===== src/design/spx_pkg.sv =====
// Shared types, constants and a helper function of the sprite entry tile expander.
package spx_pkg;

  // One sprite attribute entry plus the priority pass being drawn.
  typedef struct packed {
    logic [15:0] sprite_word0;
    logic [15:0] sprite_word1;
    logic [15:0] sprite_word2;
    logic [15:0] sprite_word3;
    logic        pass_priority;
  } in_t;

  // One tile placement.
  typedef struct packed {
    logic [11:0]        tile_code;
    logic [3:0]         tile_color;
    logic signed [11:0] pos_x;
    logic signed [11:0] pos_y;
    logic               mirror_x;
    logic               mirror_y;
    logic               is_zoomed;
    logic [4:0]         step_x;
    logic [4:0]         step_y;
    logic               last_tile;
  } out_t;

  // Configuration register indexes.
  typedef enum logic [1:0] {
    CFG_FLIP_SCREEN = 2'd0,
    CFG_MAX_X       = 2'd1,
    CFG_MAX_Y       = 2'd2,
    CFG_UNUSED      = 2'd3
  } cfg_idx_t;

  localparam int unsigned CFG_DATA_W = 9;

  // Controller states.
  typedef enum logic [1:0] {
    ST_IDLE,
    ST_PREP,
    ST_EMIT
  } state_t;

  // Commands from the controller to the datapath.
  typedef struct packed {
    logic load;
    logic prep;
    logic emit;
  } cmd_t;

  // Status from the datapath to the controller.
  typedef struct packed {
    logic drop;
    logic last;
  } stat_t;

  // Position bias, flip-screen adjustments and wrap offset.
  localparam logic signed [11:0] X_BIAS      = 12'sd13;
  localparam logic signed [11:0] Y_BIAS      = 12'sd6;
  localparam logic signed [11:0] FLIP_X_ADJ  = 12'sd24;
  localparam logic signed [11:0] FLIP_Y_ADJ  = 12'sd4;
  localparam logic signed [11:0] WRAP_OFFSET = 12'sd512;

  localparam logic [8:0] RESET_MAX_X = 9'd255;
  localparam logic [8:0] RESET_MAX_Y = 9'd223;

  // Zoom shrink table, indexed by the four-bit zoom index.
  localparam logic [7:0] ZOOM_TABLE [16] = '{
    8'd0,  8'd7,  8'd14, 8'd20, 8'd25, 8'd30, 8'd34, 8'd38,
    8'd42, 8'd46, 8'd49, 8'd52, 8'd54, 8'd57, 8'd59, 8'd61
  };

  // Tile pitch in pixels for a zoom index: 16 minus an eighth of the shrink.
  function automatic logic [4:0] zoom_step(input logic [3:0] idx);
    logic [7:0] shrink;
    shrink = ZOOM_TABLE[idx];
    return 5'd16 - {2'b00, shrink[5:3]};
  endfunction

endpackage


===== src/design/sprite_entry_tile_expander_top.sv =====
// Top level of the sprite entry tile expander.
// A request is taken when start is high while busy is low. The block then spends a
// setup state decoding the entry, and for an enabled entry of the current priority
// emits one tile placement per cycle, row by row, from the tile counters of the
// datapath; an entry of xtiles by ytiles tiles keeps busy high through setup and the
// emission of its placements, a dropped entry through setup alone. Each placement appears on
// result for exactly one cycle with strobe high, one cycle after it is formed, and
// the receiver must take it then. Configuration writes take effect at once and are
// only to be made while busy is low and no placement is still due.
module sprite_entry_tile_expander_top (
  input  logic                           clk,
  input  logic                           rst,
  input  logic                           start,
  output logic                           busy,
  input  spx_pkg::in_t                   entry,
  output logic                           strobe,
  output spx_pkg::out_t                  result,
  input  logic                           cfg_we,
  input  logic [1:0]                     cfg_index,
  input  logic [spx_pkg::CFG_DATA_W-1:0] cfg_data
);
  import spx_pkg::*;

  cmd_t  cmd;
  stat_t stat;

  // Sequencer.
  spx_ctrl u_ctrl (
    .clk   (clk),
    .rst   (rst),
    .start (start),
    .stat  (stat),
    .cmd   (cmd),
    .busy  (busy)
  );

  // Decode, position math and tile walk.
  spx_dp u_dp (
    .clk       (clk),
    .rst       (rst),
    .cfg_we    (cfg_we),
    .cfg_index (cfg_index),
    .cfg_data  (cfg_data),
    .entry     (entry),
    .cmd       (cmd),
    .stat      (stat),
    .result    (result),
    .strobe    (strobe)
  );

endmodule


===== src/design/spx_ctrl.sv =====
// Controller state machine of the sprite entry tile expander.
module spx_ctrl (
  input  logic          clk,
  input  logic          rst,
  input  logic          start,
  input  spx_pkg::stat_t stat,
  output spx_pkg::cmd_t  cmd,
  output logic          busy
);
  import spx_pkg::*;

  state_t state;
  state_t state_next;

  // State register.
  always_ff @(posedge clk) begin
    if (rst) begin
      state <= ST_IDLE;
    end else begin
      state <= state_next;
    end
  end

  // Next state and datapath commands.
  always_comb begin
    state_next = state;
    cmd        = '0;
    case (state)
      ST_IDLE: begin
        if (start) begin
          cmd.load   = 1'b1;
          state_next = ST_PREP;
        end
      end
      ST_PREP: begin
        cmd.prep = 1'b1;
        if (stat.drop) begin
          state_next = ST_IDLE;
        end else begin
          state_next = ST_EMIT;
        end
      end
      ST_EMIT: begin
        cmd.emit = 1'b1;
        if (stat.last) begin
          state_next = ST_IDLE;
        end
      end
      default: begin
        state_next = ST_IDLE;
      end
    endcase
  end

  assign busy = (state != ST_IDLE);

endmodule


===== src/design/spx_dp.sv =====
// Datapath of the sprite entry tile expander: registers, position math and tile counters.
module spx_dp (
  input  logic                            clk,
  input  logic                            rst,
  input  logic                            cfg_we,
  input  logic [1:0]                      cfg_index,
  input  logic [spx_pkg::CFG_DATA_W-1:0]  cfg_data,
  input  spx_pkg::in_t                    entry,
  input  spx_pkg::cmd_t                   cmd,
  output spx_pkg::stat_t                  stat,
  output spx_pkg::out_t                   result,
  output logic                            strobe
);
  import spx_pkg::*;

  // Configuration registers.
  logic       flip_screen;
  logic [8:0] max_x;
  logic [8:0] max_y;

  // Latched entry.
  in_t ent;

  // Per-sprite values set up before emission.
  logic signed [11:0] base_x;
  logic signed [11:0] base_y;
  logic [4:0]         sx;
  logic [4:0]         sy;
  logic               mx;
  logic               my;
  logic               zoomed;
  logic [2:0]         xn;
  logic [2:0]         yn;
  logic [3:0]         color;
  logic [11:0]        code;

  // Tile counters.
  logic [2:0] xt;
  logic [2:0] yt;

  // Setup arithmetic.
  logic signed [11:0] x0, y0, x1, y1, x2, y2;
  logic signed [11:0] lim_x, lim_y;
  logic [3:0]         xtiles, ytiles;
  logic               flip_x_in, flip_y_in;

  // Emission arithmetic.
  logic [2:0]         col, row;
  logic [7:0]         off_x, off_y;
  logic signed [11:0] px, py;

  // Configuration writes; indexes past the list are ignored.
  always_ff @(posedge clk) begin
    if (rst) begin
      flip_screen <= 1'b0;
      max_x       <= RESET_MAX_X;
      max_y       <= RESET_MAX_Y;
    end else if (cfg_we) begin
      case (cfg_idx_t'(cfg_index))
        CFG_FLIP_SCREEN: flip_screen <= cfg_data[0];
        CFG_MAX_X:       max_x       <= cfg_data[8:0];
        CFG_MAX_Y:       max_y       <= cfg_data[8:0];
        default: ;
      endcase
    end
  end

  // A disabled entry or one of the other priority produces nothing.
  assign stat.drop = !ent.sprite_word2[7] || (ent.sprite_word2[4] != ent.pass_priority);
  assign stat.last = (xt == xn) && (yt == yn);

  // Bias, wrap past the visible edge, and mirror under flip-screen.
  always_comb begin
    lim_x     = $signed({3'b000, max_x});
    lim_y     = $signed({3'b000, max_y});
    xtiles    = {1'b0, ent.sprite_word2[10:8]} + 4'd1;
    ytiles    = {1'b0, ent.sprite_word2[14:12]} + 4'd1;
    flip_x_in = ent.sprite_word2[11];
    flip_y_in = ent.sprite_word2[15];
    x0 = $signed({3'b000, ent.sprite_word1[8:0]}) - X_BIAS;
    y0 = $signed({3'b000, ent.sprite_word0[8:0]}) - Y_BIAS;
    x1 = (x0 > lim_x) ? (x0 - WRAP_OFFSET) : x0;
    y1 = (y0 > lim_y) ? (y0 - WRAP_OFFSET) : y0;
    if (flip_screen) begin
      x2 = lim_x - x1 - $signed({4'b0000, xtiles, 4'b0000}) - FLIP_X_ADJ;
      y2 = lim_y - y1 - $signed({4'b0000, ytiles, 4'b0000}) - FLIP_Y_ADJ;
    end else begin
      x2 = x1;
      y2 = y1;
    end
  end

  // Position of the current tile within the grid; offsets reach 7 * 16 pixels.
  always_comb begin
    col   = mx ? (xn - xt) : xt;
    row   = my ? (yn - yt) : yt;
    off_x = {5'b00000, col} * {3'b000, sx};
    off_y = {5'b00000, row} * {3'b000, sy};
    px    = base_x + $signed({4'b0000, off_x});
    py    = base_y + $signed({4'b0000, off_y});
  end

  // Entry latch, per-sprite setup and tile walk.
  always_ff @(posedge clk) begin
    if (cmd.load) begin
      ent <= entry;
    end
    if (cmd.prep) begin
      base_x <= x2;
      base_y <= y2;
      sx     <= zoom_step(ent.sprite_word1[15:12]);
      sy     <= zoom_step(ent.sprite_word0[15:12]);
      mx     <= flip_x_in ^ flip_screen;
      my     <= flip_y_in ^ flip_screen;
      zoomed <= (ent.sprite_word1[15:12] != 4'd0) || (ent.sprite_word0[15:12] != 4'd0);
      xn     <= ent.sprite_word2[10:8];
      yn     <= ent.sprite_word2[14:12];
      color  <= ent.sprite_word2[3:0];
      code   <= ent.sprite_word3[11:0];
      xt     <= 3'd0;
      yt     <= 3'd0;
    end else if (cmd.emit) begin
      code <= code + 12'd1;
      if (xt == xn) begin
        xt <= 3'd0;
        yt <= yt + 3'd1;
      end else begin
        xt <= xt + 3'd1;
      end
    end
  end

  // Result register; the strobe marks it for one cycle.
  always_ff @(posedge clk) begin
    if (cmd.emit) begin
      result.tile_code  <= code;
      result.tile_color <= color;
      result.pos_x      <= px;
      result.pos_y      <= py;
      result.mirror_x   <= mx;
      result.mirror_y   <= my;
      result.is_zoomed  <= zoomed;
      result.step_x     <= sx;
      result.step_y     <= sy;
      result.last_tile  <= stat.last;
    end
  end

  always_ff @(posedge clk) begin
    if (rst) begin
      strobe <= 1'b0;
    end else begin
      strobe <= cmd.emit;
    end
  end

endmodule


===== config.mk =====
export PLATFORM = sky130hd
export DESIGN_NAME = sprite_entry_tile_expander_top
export DESIGN_NICKNAME = d
export VERILOG_FILES = /design/src/design/spx_pkg.sv /design/src/design/sprite_entry_tile_expander_top.sv /design/src/design/spx_ctrl.sv /design/src/design/spx_dp.sv
export SDC_FILE = /design/constraint.sdc
export NUM_CORES = 1
export LEC_CHECK = 0
export ABC_AREA = 1
export BUFFER_PORTS_ARGS = -buffer_cell sky130_fd_sc_hd__clkbuf_2
export CAP_MARGIN = 20
export CORE_UTILIZATION = 25
export DETAILED_ROUTE_END_ITERATION = 7
export REMOVE_ABC_BUFFERS = 1
export SYNTH_ARGS = -nofsm -noshare
export SYNTH_HDL_FRONTEND = slang
export SYNTH_SLANG_ARGS = --single-unit

===== constraint.sdc =====
create_clock -name clk -period 12 [get_ports clk]
set_clock_uncertainty 0.05 [all_clocks]
set_input_delay 1.8 -clock clk [delete_from_list [all_inputs] [get_ports clk]]
set_output_delay 1.8 -clock clk [all_outputs]
set_load 0.01 [all_outputs]

==> qor.txt, run 1 <==
Result of the run = complete, no violations
Hold violation total from the final report = 0
Count of state elements after synthesis = 194
Syn_area_per_cell = 10.7 sq um
Cell family contributing the most delay on the critical path = adder cells
Final setup violation count = 0
Die Y-Extent = 207 um
Data required, critical path = 12,180 ps
WL per Instance = 13.9 um
Total number of yosys warnings = 0
Hold-fix buffer count after cts = 0
Type of the worst setup path = reg -> reg
Slew Limit Fails = 0
Maximum clock rate = 221 MHz
Average vias per placed instance = 4.22
Wire length after detailed routing = 23,100 um
Worst slew margin = 0.363
Clock sinks = 194
Cells resized by post-CTS repair = 0
Share of final-layout standard cells stronger than drive strength 1 = 0.163
Static leakage = 5.54 nW
Die span in x = 207 um
Initial core utilization = 0.255
Number of vias after detailed routing = 7,031
Antenna violation net count after detailed routing = 0
Critical path launch point type = flop
Number of H-tree levels = 4
Sum of met3 wire segment lengths after detailed routing = 1230 um
Number of antenna repair diodes = 0
Ports placed on the boundary = 136
Port Buf Inserts = 123
Max_cap viols = 0
Core box area = 41,200 sq um
Pin count of the biggest net entering global routing = 64
Antenna violations before repair = 1
First-pass GRT wire length = 36,300 um
Die ar. = 42,900 sq um
DRC violations left = 0
Routability congestion estimate = 0.804
Startpoint of the tightest hold check path = u_dp.color[2]
Number of global-route vias before repair = 6,979
Most frequent cell on the critical path = inv_1
Clock input transition at the sequential cells of the worst setup and hold paths = 70 ps
DP HPWL = 17,700 um
Critical path data arrival time = 4710 ps
Highest-count cells in the layout ignoring fill and taps = 186 x nand2_1, 166 x edfxtp_1, 160 x inv_1
Core occupancy in the finished layout = 0.302
CP endpoint kind = flop
Worst flop-to-flop path startpoint = u_dp.yt[0]
Number of placement rows = 74
Final nets = 1,326
Worst Tran Pin Value = 950 ps
Detailed-router iteration count before antenna repair = 5
Worst Reg-to-Reg Cells = 24
Total gr overflow = 0
Post-synthesis instance total = 983
Post-synthesis to final-layout area growth = 18.1%
Buffer type at the clock tree root = clkbuf_16
Critical register-to-register path endpoint = u_dp.result[24]
Max stage delay on crit path = 530 ps
Top sig layer = met4
Cells along the critical path = ha_1 > inv_1 > fa_1 > xor2_1 > nand2_1 > o21ai_0 > inv_1 > nand2_1 > fa_1 > inv_1 > ha_1 > a21oi_1 > and2_1 > xor2_1 > inv_1 > ha_1 > a21oi_1 > inv_1 > a31oi_1 > nor2_1 > o21ai_0 > nand2_1 > nand2_1 > xnor2_1
Min-Delay Path Class = reg -> reg
Wire length on met1 = 10,700 um
Post-synthesis cell type count = 44
Worst-skew pair later-pin latency = 470 ps
Cell with the largest stage delay on the worst path = fa_1
Aggregate global-route resource usage = 0.112
Initial detailed-routing violation count = 329
Worst-case hold path end point = u_dp.result[40]
Sequential cell area fraction in the yosys report = 0.527
Unrepaired setup endpoints after global routing = false
Fin crit period = 4530 ps
Flop-to-flop setup slack = 7470 ps
Crit-path max FO = 4
Total buffers and inverters traversed by the critical path = 5
IR Drop Worst-Case VDD = 82.3 uV
Total CTS buffers = 17
Most frequent standard cell in the layout excluding fill and tap cells = nand2_1
Cell area after synthesis = 10,500 sq um
Total power per unit cell area = 204 nW/um^2
Crit share post-route = 0.378
Setup TNS after final layout = 0 ps
Overall power = 0.00253 W
TritonCTS clock tree = built
Cell depth of the worst min-delay path = 0
Met2 Routed Length = 10,600 um
Total setup buffers inserted after CTS = 0
Maximum count of clock buffers along a single path = 2
==> layout make-up <==
type / count / area [sq um]
clock buffers: 23 / 558
clock inverters: 9 / 70.1
fillers: 4221 / 28800
inverters: 164 / 616
multi-input cells: 616 / 4330
flip-flops and latches: 194 / 5550
well taps: 532 / 666
repair buffers: 127 / 646
==> synthesized netlist by cell type (all sizes together) <==
cell type,n,area share
and2,2,0.0012
or2,6,0.0036
clkinv,2,0.00071
a32oi,1,0.0015
nor4,1,0.00059
o22ai,1,0.00059
a31oi,4,0.0024
nand4,5,0.0030
buf,4,0.0018
ha,99,0.12
nand3,28,0.015
xnor2,16,0.013
o22a,1,0.00083
edfxtp,166,0.47
a21oi,47,0.022
a211oi,1,0.00071
and3,1,0.00059
nor3,12,0.0076
inv,162,0.058
mux2i,1,0.00095
nor2,59,0.023
dfxtp,28,0.053
a21o,1,0.00071
clkbuf,5,0.0018
o21ai,50,0.025
fa,27,0.051
xor2,41,0.034
nand2,187,0.067
o31ai,1,0.00071
o21bai,3,0.0021
nand3b,2,0.0014
a22o,1,0.00083
o211ai,18,0.013
==> worst max path at each step <==
stage	endpoint	slack, ps	depth (start not counted)	start
2_1_floorplan	u_dp.result[22]	7850	24	u_dp.yn[0]
3_3_place_gp	u_dp.result[22]	7550	23	u_dp.yt[0]
3_5_place_dp	u_dp.result[25]	7480	21	u_dp.yt[0]
4_1_cts	u_dp.result[25]	7470	21	u_dp.yt[0]
5_1_grt	u_dp.result[24]	7050	24	u_dp.yt[0]
6_report	u_dp.result[24]	7470	24	u_dp.yt[0]
==> routing by layer <==
metal / GRT usage / vias up
li1: - / 3552
met5: 0 / -
met3: 0.0315 / 26
met4: 0.0548 / 0
met2: 0.177 / 145
met1: 0.142 / 3308
==> worst register-to-register path, delay by kind of cell, from the launching register on <==
kind,cells,cell delay (ps)
AO/OA/AOI/OAI,5,780
XOR/XNOR,3,390
flip-flops,1,410
AND/OR/NAND/NOR,6,560
adder cells (fa/ha/maj),5,1750
buffers and inverters,5,350
==> metrics by stage <==
stage | cell area (sq um) | instances | setup slack [ps] | hold WS, ps
final | 12400 | 1665 | 7470 | 375
after floorplan | 10500 | 974 | 7850 | 350
after global routing | 12400 | 1665 | 7050 | 378
after CTS | 12400 | 1665 | 7470 | 374
after detailed placement | 11800 | 1633 | 7480 | 355
after global placement | 11800 | 1633 | 7550 | 350
==> registers in the layout (all words and copies together), names as in the netlist, 4 cells and up <==
register / flops
u_dp.result: 54
u_dp.ent: 53
u_dp.base_x: 12
u_dp.base_y: 12
u_dp.code: 12
u_dp.max_x: 9
u_dp.max_y: 9
u_dp.sx: 5
u_dp.sy: 5
u_dp.color: 4
==> cell families (layout without fill, tap and decap cells) <==
family | after synthesis | count (layout) | share of synthesized area
adder cells (fa/ha/maj) | 126 | 126 | 0.169
flip-flops | 194 | 194 | 0.527
multiplexers | 1 | 1 | 0.000951
AND/OR/NAND/NOR | 303 | 303 | 0.122
XOR/XNOR | 57 | 57 | 0.0474
AO/OA/AOI/OAI | 129 | 129 | 0.0710
buffers and inverters | 173 | 323 | 0.0621
==> power by group <==
part           switching (W)  leakage [nW]  internal, W  total (W)
registers          0.0000607          1.77     0.000901   0.000962
clock network       0.000278         0.317     0.000334   0.000612
logic               0.000585          3.45     0.000372   0.000957
total               0.000924          5.54      0.00161    0.00253
Power figures use the tool's default switching activity.
==> run 2: changes to the inputs <==
Clock period 12 ns to 4.6 ns, I/O delays scaled along.
==> run 2 against run 1 <==
Compared with the run above:
- total power grew to 2.6 times the previous value
- worst hold slack worse by 29 ps
- sequential share of layout area decreased by 0.13 points
- wire length is 0.47% lower
- global-route usage fell by 0.14 points
- count of clock-buffer cells in the layout decreased by 4
- die area did not move
- sequential cell count did not move
- largest cell class unchanged
==> qor.txt, run 2 (synthesis gave the netlist of run 1 again) <==
Result of the run = complete, no violations
Number of vias after detailed routing = 6,934
Crit path from = u_dp.yn[0]
Worst flop-to-flop path startpoint = u_dp.yn[0]
Maximum clock rate = 228 MHz
Crit share post-route = 0.952
Antenna violation net count after detailed routing = 0
Share of final-layout standard cells stronger than drive strength 1 = 0.173
Antenna violations before repair = 2
IR Drop Worst-Case VDD = 236 uV
Total CTS buffers = 17
Worst Reg-to-Reg Cells = 21
Post-synthesis to final-layout area growth = 18.5%
Crit path to = u_dp.result[22]
Final design area excluding fillers = 12,500 sq um
Total gr overflow = 0
Largest registers = u_dp.result (54), u_dp.ent (53)
Number of placement rows = 74
Total power per unit cell area = 536 nW/um^2
Most frequent standard cell in the layout excluding fill and tap cells = nand2_1
Die ar. = 42,900 sq um
Clock sinks = 194
Critical path launch point type = flop
Routability congestion estimate = 0.817
Worst slew margin = 0.351
Die span in x = 207 um
Die Y-Extent = 207 um
First-pass GRT wire length = 36,300 um
Sequential standard cell area = 5550 sq um
Crit-path max FO = 4
Clock network fraction of total power = 0.225
Number of H-tree levels = 4
Power Internal = 0.00419 W
Number of global-route vias before repair = 6,914
Max_cap viols = 0
Largest reg by FF count = u_dp.result
Hold-fix buffer count after cts = 0
Total of fill cells in the finished design = 4,192
Sequential share of power = 0.377
Initial detailed-routing violation count = 360
Fraction of power spent switching nets = 0.373
Flip-flop count of the largest register, all copies and words added = 54
DRC violations left = 0
Type of the worst setup path = reg -> reg
Wire length after detailed routing = 23,000 um
Pin count of the biggest net entering global routing = 63
Overall power = 0.00668 W
Port Buf Inserts = 123
Maximum count of clock buffers along a single path = 2
Hold violation total from the final report = 0
Static leakage = 5.53 nW
Multi-input gate area in the final layout = 4400 sq um
DP HPWL = 17,500 um
Worst Tran Pin Value = 968 ps
Buffer type at the clock tree root = clkbuf_16
Average vias per placed instance = 4.16
TritonCTS clock tree = built
Critical register-to-register path endpoint = u_dp.result[22]
Critical path data arrival time = 4540 ps
Slew Limit Fails = 0
Fin crit period = 4380 ps
CP endpoint kind = flop
Min-Delay Path Class = in -> reg
Flop-to-flop setup slack = 220 ps
Aggregate global-route resource usage = 0.111
Final nets = 1,327
Clock input transition at the sequential cells of the worst setup and hold paths = 80 ps
Detailed-router iteration count before antenna repair = 5
Post-DP Area = 11,800 sq um
Switching power = 0.00249 W
Highest-count cells in the layout ignoring fill and taps = 186 x nand2_1, 166 x edfxtp_1, 160 x inv_1
Data required, critical path = 4760 ps
WL per Instance = 13.8 um
Final setup violation count = 0
Initial core utilization = 0.255
Ports placed on the boundary = 136
Worst-skew pair later-pin latency = 460 ps
Core box area = 41,200 sq um
Gate power share = 0.399
==> run 2: critical path: stages (launching register included) <==
cell and delay (ps):
edfxtp_1 370, inv_1 60, ha_1 130, inv_1 50, fa_1 370, xor2_1 170, nand2_1 80, o21ai_2 70
inv_1 90, nand2_1 90, fa_1 550, inv_1 40, ha_1 210, fa_1 530, ha_4 230, a21oi_1 220
nand2_1 160, a31oi_4 190, nor2_1 50, o21ai_0 150, nand2_1 100, xor2_1 150
==> run 2: final cells by class <==
cell class,count,share of cell area
diodes,2,0.000401
clock buffers,19,0.0381
clock inverters,13,0.00863
inverters,164,0.0494
multi-input cells,616,0.353
flip-flops and latches,194,0.445
well taps,532,0.0534
repair buffers,128,0.0524
==> run 2: per-layer routing <==
metal  vias to the layer above  track usage  routed length [um]
met5                         -            0                   0
met4                         0       0.0473                 457
met3                        27       0.0311                1220
met2                       139        0.174               10600
met1                      3202        0.143               10700
li1                       3566            -                   -
==> run 2: what timing repair did <==
item / in CTS / in global routing
gates resized for setup: 0 / 16
endpoints found under the setup margin: 0 / 10
setup buffers: 0 / 1
==> run 2: how the worst min path moves through the flow <==
stage | depth (start not counted) | startpoint | slack [ps] | endpoint
after global placement | 0 | u_dp.zoomed | 350 | u_dp.result[11]
after floorplan | 0 | u_dp.ent[17] | 350 | u_dp.color[0]
after global routing | 1 | entry[36] | 320 | u_dp.ent[36]
final | 1 | entry[26] | 350 | u_dp.ent[26]
after detailed placement | 0 | u_dp.ent[18] | 360 | u_dp.color[1]
after CTS | 1 | entry[37] | 310 | u_dp.ent[37]
==> run 2: power by group through the flow <==
| stage | Sequential (W) | Clock (W) | Combinational, W |
|---|---|---|---|
| detailed placement | 0.00256 | 0 | 0.00250 |
| floorplan | 0.00255 | 0 | 0.00183 |
| global placement | 0.00256 | 0 | 0.00242 |
| CTS | 0.00252 | 0.00156 | 0.00253 |
| finish | 0.00252 | 0.00150 | 0.00266 |
| global route | 0.00255 | 0.00162 | 0.00305 |
==> run 2: through the flow <==
| step | hold slack (ps) | TNS, ps | instances | utilization | worst slack (ps) |
|---|---|---|---|---|---|
| CTS | 315 | 0 | 1665 | 0.301 | 76.5 |
| global placement | 351 | 0 | 1633 | 0.286 | 111 |
| finish | 346 | 0 | 1668 | 0.303 | 221 |
| floorplan | 350 | 0 | 974 | - | 451 |
| global route | 319 | -17.0 | 1666 | 0.302 | -11.6 |
| detailed placement | 356 | 0 | 1633 | 0.286 | 118 |
==> run 3: changes to the inputs <==
Clock period 4.6 ns to 5.3 ns, I/O delays scaled along.
==> run 3 against run 2 <==
Compared with the run above:
- global-route usage hardly changed
- combinational power decreased by 19%
- fmax is 3.6% lower
- worst hold slack gained 29 ps
- register-to-register slack gained 540 ps
- count of clock-buffer cells in the layout up 5
- first-iteration DRC count decreased by 15%
- core utilization decreased by 0.18 points
- sequential cell count is the same
- die area did not move
- non-clock buffer count decreased by 1
- critical endpoint unchanged
- largest cell class unchanged
- largest power group is now registers
==> qor.txt, run 3 (synthesis gave the netlist of run 1 again) <==
Clock input transition at the sequential cells of the worst setup and hold paths = 70 ps
Initial core utilization = 0.255
Maximum count of clock buffers along a single path = 2
Worst Tran Pin Value = 952 ps
Post-synthesis to final-layout area growth = 17.8%
First-pass GRT wire length = 36,700 um
Die ar. = 42,900 sq um
Hold-fix buffer count after cts = 0
Port Buf Inserts = 123
Total setup buffers inserted after CTS = 0
Pin count of the biggest net entering global routing = 64
Share of final-layout standard cells stronger than drive strength 1 = 0.161
Aggregate global-route resource usage = 0.111
Flip-flop count of the largest register, all copies and words added = 54
Worst-skew pair later-pin latency = 460 ps
Wire length after detailed routing = 23,000 um
Hold violation total from the final report = 0
IR Drop Worst-Case VDD = 219 uV
Die span in x = 207 um
Average vias per placed instance = 4.17
Critical path data arrival time = 4700 ps
Type of the worst setup path = reg -> reg
Largest reg by FF count = u_dp.result
Static leakage = 5.52 nW
Min-Delay Path Class = reg -> reg
Clock sinks = 194
Cells resized by post-CTS repair = 0
Setup TNS after final layout = 0 ps
CP endpoint kind = flop
Crit share post-route = 0.857
Largest registers = u_dp.result (54), u_dp.ent (53)
Data required, critical path = 5450 ps
Number of H-tree levels = 4
Number of antenna repair diodes = 0
Unrepaired setup endpoints after global routing = false
Initial detailed-routing violation count = 306
Critical path launch point type = flop
Overall power = 0.00567 W
Buffer type at the clock tree root = clkbuf_16
Ports placed on the boundary = 136
WL per Instance = 13.8 um
Most frequent standard cell in the layout excluding fill and tap cells = nand2_1
Max_cap viols = 0
Detailed-router iteration count before antenna repair = 5
Worst slew margin = 0.362
Highest-count cells in the layout ignoring fill and taps = 186 x nand2_1, 166 x edfxtp_1, 160 x inv_1
Core box area = 41,200 sq um
Fin crit period = 4540 ps
Number of placement rows = 74
Result of the run = complete, no violations
Total gr overflow = 0
Antenna violation net count after detailed routing = 0
DRC violations left = 0
Core occupancy in the finished layout = 0.301
Final nets = 1,326
Antenna violations before repair = 1
Number of global-route vias before repair = 6,950
Slew Limit Fails = 0
Maximum clock rate = 220 MHz
DP HPWL = 17,800 um
Number of vias after detailed routing = 6,942
Total power per unit cell area = 457 nW/um^2
Routability congestion estimate = 0.806
Die Y-Extent = 207 um
Final setup violation count = 0
Total CTS buffers = 17
TritonCTS clock tree = built
Crit-path max FO = 4
run 3: cell count changes in the layout (fill, tap and decap cells not counted), moves of 3 or more:
cell	previous run	this run
ha_4	3	0
a21oi_1	44	47
clkbuf_1	0	3
a21oi_2	3	0
o21ai_1	6	2
o21ai_0	40	45
inv_6	7	2
ha_1	94	97
run 3: stage by stage:
| stage | instances | setup slack, ps | instance area [sq um] | hold slack [ps] |
|---|---|---|---|---|
| floorplan | 974 | 1150 | 10500 | 350 |
| global placement | 1633 | 823 | 11800 | 351 |
| detailed placement | 1633 | 782 | 11800 | 355 |
| CTS | 1665 | 747 | 12400 | 373 |
| global route | 1665 | 254 | 12400 | 378 |
| finish | 1665 | 759 | 12400 | 376 |
run 3: worst max-delay path, stage by stage, from the launching register on:
cell and delay (ps):
dfxtp_1 400, ha_1 170, inv_1 50, fa_1 370, xor2_1 170, nand2_1 60, o21ai_0 140, inv_1 130
nand2_1 80, fa_1 550, inv_1 50, ha_1 340, a21oi_1 130, and2_1 170, xor2_1 190, inv_1 60
ha_1 330, a21oi_1 140, inv_1 50, a31oi_1 220, nor2_1 60, o21ai_0 150, nand2_1 100, xor2_1 150
run 3: layout make-up:
cell class                 instances  area, sq um
fill                            4233        28800
sequential                       194         5550
multi-input combinational        616         4330
tap                              532          666
timing repair buffer             127          646
inverter                         164          616
clock buffer                      24          537
clock inverter                     8         57.6
run 3: where the power goes:
group          switching [W]  internal, W
Combinational        0.00132     0.000841
Clock               0.000603     0.000718
Sequential          0.000141      0.00204
Total                0.00207      0.00360
run 3: layer usage:
metal | vias to the layer above | global-route usage | share of wire
met5 | - | 0 | 0
met4 | 0 | 0.0371 | 0.013
met3 | 19 | 0.0291 | 0.044
met2 | 109 | 0.182 | 0.47
met1 | 3259 | 0.143 | 0.48
li1 | 3555 | - | -
run 3: path summary, 6_finish.rpt:
kind | start | end | slack [ps] | cells past startpoint
worst min register to register | u_dp.zoomed | u_dp.result[11] | 380 | 0
worst max register to register | u_dp.yt[0] | u_dp.result[22] | 760 | 23
worst max-delay path | u_dp.yt[0] | u_dp.result[22] | 760 | 23
worst min-delay path | u_dp.zoomed | u_dp.result[11] | 380 | 0
